[src/rtl/core/stat_pkg.sv]
// Package for the sensor threshold alarm table.
// Holds item codes, the shared item and control structs, and the reading and
// comparison helpers used by the job cells. No dependencies.
package stat_pkg;

    // Item operation codes
    typedef enum logic [1:0] {
        OP_TICK   = 2'd0,
        OP_SAVE   = 2'd1,
        OP_DELETE = 2'd2,
        OP_SENSOR = 2'd3
    } t_op;

    // Sensor select codes; codes above SNS_RSSI select no sensor
    localparam logic [2:0] SNS_LIGHT = 3'd0;
    localparam logic [2:0] SNS_TEMP  = 3'd1;
    localparam logic [2:0] SNS_POWER = 3'd2;
    localparam logic [2:0] SNS_UPTIME = 3'd3;
    localparam logic [2:0] SNS_RSSI  = 3'd4;
    localparam int         SENSORS   = 5;

    // Compare codes; codes above CMP_EQ always hold
    localparam logic [2:0] CMP_GT = 3'd0;
    localparam logic [2:0] CMP_GE = 3'd1;
    localparam logic [2:0] CMP_LT = 3'd2;
    localparam logic [2:0] CMP_LE = 3'd3;
    localparam logic [2:0] CMP_EQ = 3'd4;

    localparam logic [15:0] CHECK_STEP_RESET = 16'd128;

    typedef logic [SENSORS-1:0][31:0] t_readings;

    // One accepted input item, held for the whole walk down the cell row
    typedef struct packed {
        t_op         op;
        logic [3:0]  slot;
        logic [14:0] job_id;
        logic        is_alert;
        logic [2:0]  sensor_sel;
        logic [2:0]  cmp_op;
        logic [31:0] value;
        logic [15:0] interval_s;
        logic [31:0] win_start;
        logic [31:0] time_to;
        logic [31:0] clock_now;
    } t_item;

    // Shared control seen by every cell
    typedef struct packed {
        t_item       item;
        logic [15:0] step;
        logic        adv;
    } t_ctrl;

    // Reading for a sensor code; unknown codes report not present
    function automatic logic [32:0] get_reading(input t_readings rd, input logic [2:0] sel);
        logic [32:0] res;
        case (sel)
            SNS_LIGHT:  res = {1'b1, rd[0]};
            SNS_TEMP:   res = {1'b1, rd[1]};
            SNS_POWER:  res = {1'b1, rd[2]};
            SNS_UPTIME: res = {1'b1, rd[3]};
            SNS_RSSI:   res = {1'b1, rd[4]};
            default:    res = '0;
        endcase
        return res;
    endfunction

    // Signed threshold test
    function automatic logic holds(input logic signed [31:0] rdg, input logic [2:0] cmp,
                                   input logic signed [31:0] thr);
        logic res;
        case (cmp)
            CMP_GT:  res = rdg > thr;
            CMP_GE:  res = rdg >= thr;
            CMP_LT:  res = rdg < thr;
            CMP_LE:  res = rdg <= thr;
            CMP_EQ:  res = rdg == thr;
            default: res = 1'b1;
        endcase
        return res;
    endfunction

endpackage

[src/rtl/core/stat_cell.sv]
// One job cell of the alarm table row: stores one job and acts on the item
// when the token reaches it, then hands token and fired mask on.
// Depends on stat_pkg.
module stat_cell
    import stat_pkg::*;
#(
    parameter int IDX  = 0,
    parameter int JOBS = 16,
    parameter int TPS  = 128
) (
    input  logic             i_clk,
    input  logic             i_rst_n,
    input  t_ctrl            i_ctrl,
    input  t_readings        i_readings,
    input  logic             i_tok,
    input  logic [JOBS-1:0]  i_mask,
    output logic             o_tok,
    output logic [JOBS-1:0]  o_mask
);

    // job record
    logic               r_valid, n_valid;
    logic [14:0]        r_id, n_id;
    logic               r_alert, n_alert;
    logic [2:0]         r_sensor, n_sensor;
    logic [2:0]         r_cmp, n_cmp;
    logic signed [31:0] r_thr, n_thr;
    logic [31:0]        r_limit, n_limit;
    logic signed [31:0] r_from, n_from;
    logic signed [31:0] r_to, n_to;
    logic [31:0]        r_elapsed, n_elapsed;
    // chain stage
    logic               r_tok;
    logic [JOBS-1:0]    r_mask, n_mask;

    logic               act;
    logic               in_window;
    logic [32:0]        rdg;
    logic               cond;
    logic [32:0]        sum;
    logic [31:0]        grown;
    logic               fire;

    assign act = i_tok && i_ctrl.adv;

    // tick evaluation
    always_comb begin
        in_window = !(r_from > $signed(i_ctrl.item.clock_now)) &&
                    !(r_to < $signed(i_ctrl.item.clock_now));
        rdg       = get_reading(i_readings, r_sensor);
        cond      = rdg[32] && holds($signed(rdg[31:0]), r_cmp, r_thr);
        sum       = {1'b0, r_elapsed} + {17'b0, i_ctrl.step};
        grown     = sum[32] ? '1 : sum[31:0];
    end

    // next state of the job record
    always_comb begin
        n_valid   = r_valid;
        n_id      = r_id;
        n_alert   = r_alert;
        n_sensor  = r_sensor;
        n_cmp     = r_cmp;
        n_thr     = r_thr;
        n_limit   = r_limit;
        n_from    = r_from;
        n_to      = r_to;
        n_elapsed = r_elapsed;
        fire      = 1'b0;
        if (act) begin
            case (i_ctrl.item.op)
                OP_SAVE: begin
                    if (int'(i_ctrl.item.slot) == IDX) begin
                        n_valid   = 1'b1;
                        n_id      = i_ctrl.item.job_id;
                        n_alert   = i_ctrl.item.is_alert;
                        n_sensor  = i_ctrl.item.sensor_sel;
                        n_cmp     = i_ctrl.item.cmp_op;
                        n_thr     = $signed(i_ctrl.item.value);
                        n_limit   = 32'(i_ctrl.item.interval_s) * 32'(TPS);
                        n_from    = $signed(i_ctrl.item.win_start);
                        n_to      = $signed(i_ctrl.item.time_to);
                        n_elapsed = '0;
                    end
                end
                OP_DELETE: begin
                    if (r_valid && r_id == i_ctrl.item.job_id) begin
                        n_valid = 1'b0;
                    end
                end
                OP_TICK: begin
                    if (r_valid && r_alert && in_window) begin
                        n_elapsed = cond ? grown : '0;
                        if (n_elapsed >= r_limit) begin
                            fire      = 1'b1;
                            n_elapsed = '0;
                        end
                    end
                end
                default: begin
                end
            endcase
        end
        n_mask      = i_mask;
        n_mask[IDX] = i_mask[IDX] | fire;
    end

    // record storage; job fields other than valid and elapsed need no reset
    always_ff @(posedge i_clk) begin
        r_id     <= n_id;
        r_alert  <= n_alert;
        r_sensor <= n_sensor;
        r_cmp    <= n_cmp;
        r_thr    <= n_thr;
        r_limit  <= n_limit;
        r_from   <= n_from;
        r_to     <= n_to;
        if (!i_rst_n) begin
            r_valid   <= 1'b0;
            r_elapsed <= '0;
        end else begin
            r_valid   <= n_valid;
            r_elapsed <= n_elapsed;
        end
    end

    // hand token and mask to the next cell
    always_ff @(posedge i_clk) begin
        if (!i_rst_n) begin
            r_tok  <= 1'b0;
            r_mask <= '0;
        end else if (i_ctrl.adv) begin
            r_tok  <= i_tok;
            r_mask <= n_mask;
        end
    end

    assign o_tok  = r_tok;
    assign o_mask = r_mask;

endmodule

[config.mk]
export PLATFORM = sky130hd
export DESIGN_NAME = stat_cell
export DESIGN_NICKNAME = d
export VERILOG_FILES = /design/src/rtl/core/stat_pkg.sv /design/src/rtl/core/stat_cell.sv
export SDC_FILE = /design/constraint.sdc
export NUM_CORES = 1
export LEC_CHECK = 0
export ABC_AREA = 1
export BUFFER_PORTS_ARGS = -buffer_cell sky130_fd_sc_hd__buf_2
export CORE_ASPECT_RATIO = 1.1
export CORE_MARGIN = 2
export CORE_UTILIZATION = 56
export CTS_CLUSTER_DIAMETER = 120
export DETAILED_ROUTE_END_ITERATION = 10
export PLACE_DENSITY = 0.87
export REMOVE_ABC_BUFFERS = 1
export SLEW_MARGIN = 20
export SYNTH_ARGS = -nofsm -noshare
export SYNTH_HDL_FRONTEND = slang
export SYNTH_SLANG_ARGS = --single-unit
[constraint.sdc]
create_clock -name i_clk -period 46.9 [get_ports i_clk]
set_input_delay 2.345 -clock i_clk [delete_from_list [all_inputs] [get_ports i_clk]]
set_output_delay 2.345 -clock i_clk [all_outputs]
set_load 0.01 [all_outputs]
==> results_dict.tcl <==
set metrics [dict create \
    overflow 0 \
    wirelength_um 35470 \
    clk_path_buf_depth 2 \
    finClkSkew_ps 15.69 \
    cts_sinks 184 \
    place_congestion 0.9821 \
    cts_tree "yes" \
    slowest_stage "nand2_1" \
    chipWidth_um 143.2 \
    grt.busiest_layer "met2" \
    post-route-min-period_ps 6844 \
    dp_hpwl_um 27960 \
    clk_latency_ps 440 \
    core-area_mm2 0.02109 \
    cts-root-buf "clkbuf_16" \
    dieArea_mm2 0.02249 \
    hold_depth 2 \
    power.switching_mw 0.09811 \
    grt_pass1_wl_um 54790 \
    startpoint_type "input port" \
    die_h_um 157.1 \
    r2r_cells 38 \
    end_kind "register" \
    critical_path.max_fanout 24 \
    grt_pass1_vias 11190 \
    synthesis.area_mm2 0.01193 \
    irDropWorstVdd_uv 24.43 \
    power_frac_clock 0.397 \
    seqPwrFrac 0.482 \
    yosysMostFrequentCell "nand2_1" \
    fin_tns_setup_ps 0 \
    cts_max_level 4 \
    p_leak_nw 7.343 \
    synth_top_area_frac 0.3372 \
    dr.pass1.iters 5 \
    r2r_start "r_sensor[1]$_DFFE_PP_" \
    io_pins 385 \
    power.density_mw_per_mm2 24.91 \
    grt_antenna_before_repair 13 \
    hp-class "register to register" \
    path_clk_slew_ps 80 \
    max_cap_violations 0 \
    numCtsBuffers 17 \
    syn2layout_area_growth_pct 23.70 \
    p_int_mw 0.2696 \
    ctsHoldBuffers 0 \
    outcome "completed" \
    synth.ff_latch_count 184 \
    ys_types 55 \
    met2_usage 0.5416 \
    postCtsSetupBuffers 0 \
    finalMaxSlewViolations 0 \
    cp.required_ps 47200 \
    rows 56 \
    synth_commonest_cells "331 x nand2_1, 240 x inv_1, 134 x edfxtp_1" \
    cp.arrival_ps 7140 \
    yosys.area.top_type "edfxtp_1" \
    drt_iter0_drc 676 \
    ys_seq_area_frac 0.4211 \
    use_met1 0.3409 \
    cts_resized 0 \
    final_layout_size_suffix_gt1_frac 0.2545 \
    maxSlewHeadroom 0.2529 \
    critPathLaunch "i_readings[133]" \
    synth_area_per_cell_um2 8.235 \
    synth_cells 1449 \
    switching_share 0.2668 \
    rsz0062_at_grt "false" \
    wl_per_cell_um 16.58 \
    synth-edff-count 134 \
    finalCritPeriodShare 0.1459 \
    grt_util_met3 0.09096 \
    async_flop_share 0 \
    clock.fmax_mhz 146.1 \
    ys_warn_count 0 \
    grt_max_degree 80 \
    drcViolationCount 0 \
    setup_violations 0 \
    critPathKind "input port to register" \
    worst_slew_pin_slew_ps 1119 \
    final_nets 2318 \
    routed-via-count 11460 \
    via_per_inst 5.354 \
    synth_ff_type "edfxtp_1" \
    synth_area_leaders "edfxtp_1 34%, ha_1 13%, nand2_1 10%" \
    hold_violations 0 \
    slowest_delay_ps 620 \
    comb_power_share 0.121 \
    power.total_mw 0.3677 \
    ant_nets 0 \
    worstHoldStart "o_tok$_SDFFE_PN0P_" \
    initial_core_util 0.5658 \
    grt_usage 0.3150 \
    holdWs_ps 478.7 \
    portBuffers 384 \
    cpMostUsedCell "nand2_1" \
]
==> critical path: cells and delay by family <==
| family | cells | cell delay, ps |
|---|---|---|
| buffers and inverters | 6 | 540 |
| AOI/OAI and AO/OA | 5 | 850 |
| and+or+nand+nor | 25 | 2750 |
| adders and majority gates | 2 | 600 |
==> power by group through the flow <==
stage	logic [mW]	clock network, mW	registers (mW)
3_5_place_dp	0.0437	0	0.181
5_1_grt	0.0499	0.155	0.177
4_1_cts	0.0441	0.149	0.177
3_3_place_gp	0.0420	0	0.181
6_report	0.0445	0.146	0.177
2_1_floorplan	0.0198	0	0.181
==> cell families after synthesis <==
family,count (synthesis),share of synthesized area
AOI/OAI and AO/OA,221,0.1075
xor gates and xnor gates,32,0.02349
adders and majority gates,128,0.1348
buffers and inverters,279,0.09017
DFF,184,0.4211
and+or+nand+nor,605,0.2229
==> worst paths after layout <==
| check | end | slack, ps |
|---|---|---|
| hold reg to reg | o_tok$_SDFFE_PN0P_ | 480 |
| setup reg to reg | r_elapsed[13]$_SDFFE_PN0P_ | 40190 |
| setup / recovery | r_elapsed[13]$_SDFFE_PN0P_ | 40060 |
| hold / removal | o_tok$_SDFFE_PN0P_ | 480 |
==> metrics by stage <==
step,std cells,util,area (um2),setup WS [ps]
detailed placement,2093,0.6692,14110,39710
global route,2137,0.6995,14750,39520
floorplan,1414,-,11780,30320
global placement,2093,0.6692,14110,39960
finish,2140,0.6999,14760,40060
CTS,2125,0.6979,14720,40120
==> cells in the final DEF, fill, tap and decap left out, types with 2 or more instances in the layout <==
| master | count |
|---|---|
| a21o_1 | 3 |
| a21oi_1 | 85 |
| a21oi_2 | 10 |
| a221o_1 | 3 |
| a221oi_1 | 12 |
| buf_2 | 384 |
| buf_4 | 5 |
| clkbuf_16 | 17 |
| clkinv_1 | 2 |
| clkinv_4 | 2 |
| clkinv_8 | 5 |
| dfxtp_1 | 50 |
| diode_2 | 15 |
| edfxtp_1 | 134 |
| ha_1 | 127 |
| inv_1 | 239 |
| inv_2 | 2 |
| inv_6 | 3 |
| inv_8 | 3 |
| nand2_1 | 331 |
| nand2_2 | 4 |
| nand3_1 | 68 |
| nand3_2 | 13 |
| nand4_1 | 33 |
| nor2_1 | 104 |
| nor2_2 | 4 |
| nor3_1 | 26 |
| nor3_2 | 2 |
| nor4_1 | 7 |
| o211ai_1 | 5 |
| o21a_1 | 3 |
| o21ai_0 | 84 |
| o21bai_1 | 2 |
| o221ai_1 | 2 |
| o41ai_1 | 3 |
| or2_2 | 4 |
| xnor2_1 | 6 |
| xor2_1 | 26 |
==> registers in the layout, summed over array words and instances, names as in the netlist <==
signal,flops
r_elapsed,32
r_cmp,3
r_id,15
r_to,32
r_limit,16
r_alert,1
r_sensor,3
o_tok,1
o_mask,16
r_thr,32
r_from,32
r_valid,1
==> cell type report <==
class	instances	area, um2
fillers	1677	6330
multi-input cells	986	5853
flip-flops and latches	184	5025
repair buffers	389	1959
inverters	244	918.4
clock buffers	18	429.2
well taps	290	362.8
clock inverters	14	175.2
diodes	15	37.54
==> metal layers <==
metal  vias to the layer above  routed length [um]  share of wire
met5                         -                   0              0
met2                       541               17370           0.49
met4                         0                1962          0.055
met3                       114                3175          0.090
met1                      5196               12970           0.37
li1                       5606                   -              -
Note: power is estimated with default switching activity, not from simulation.
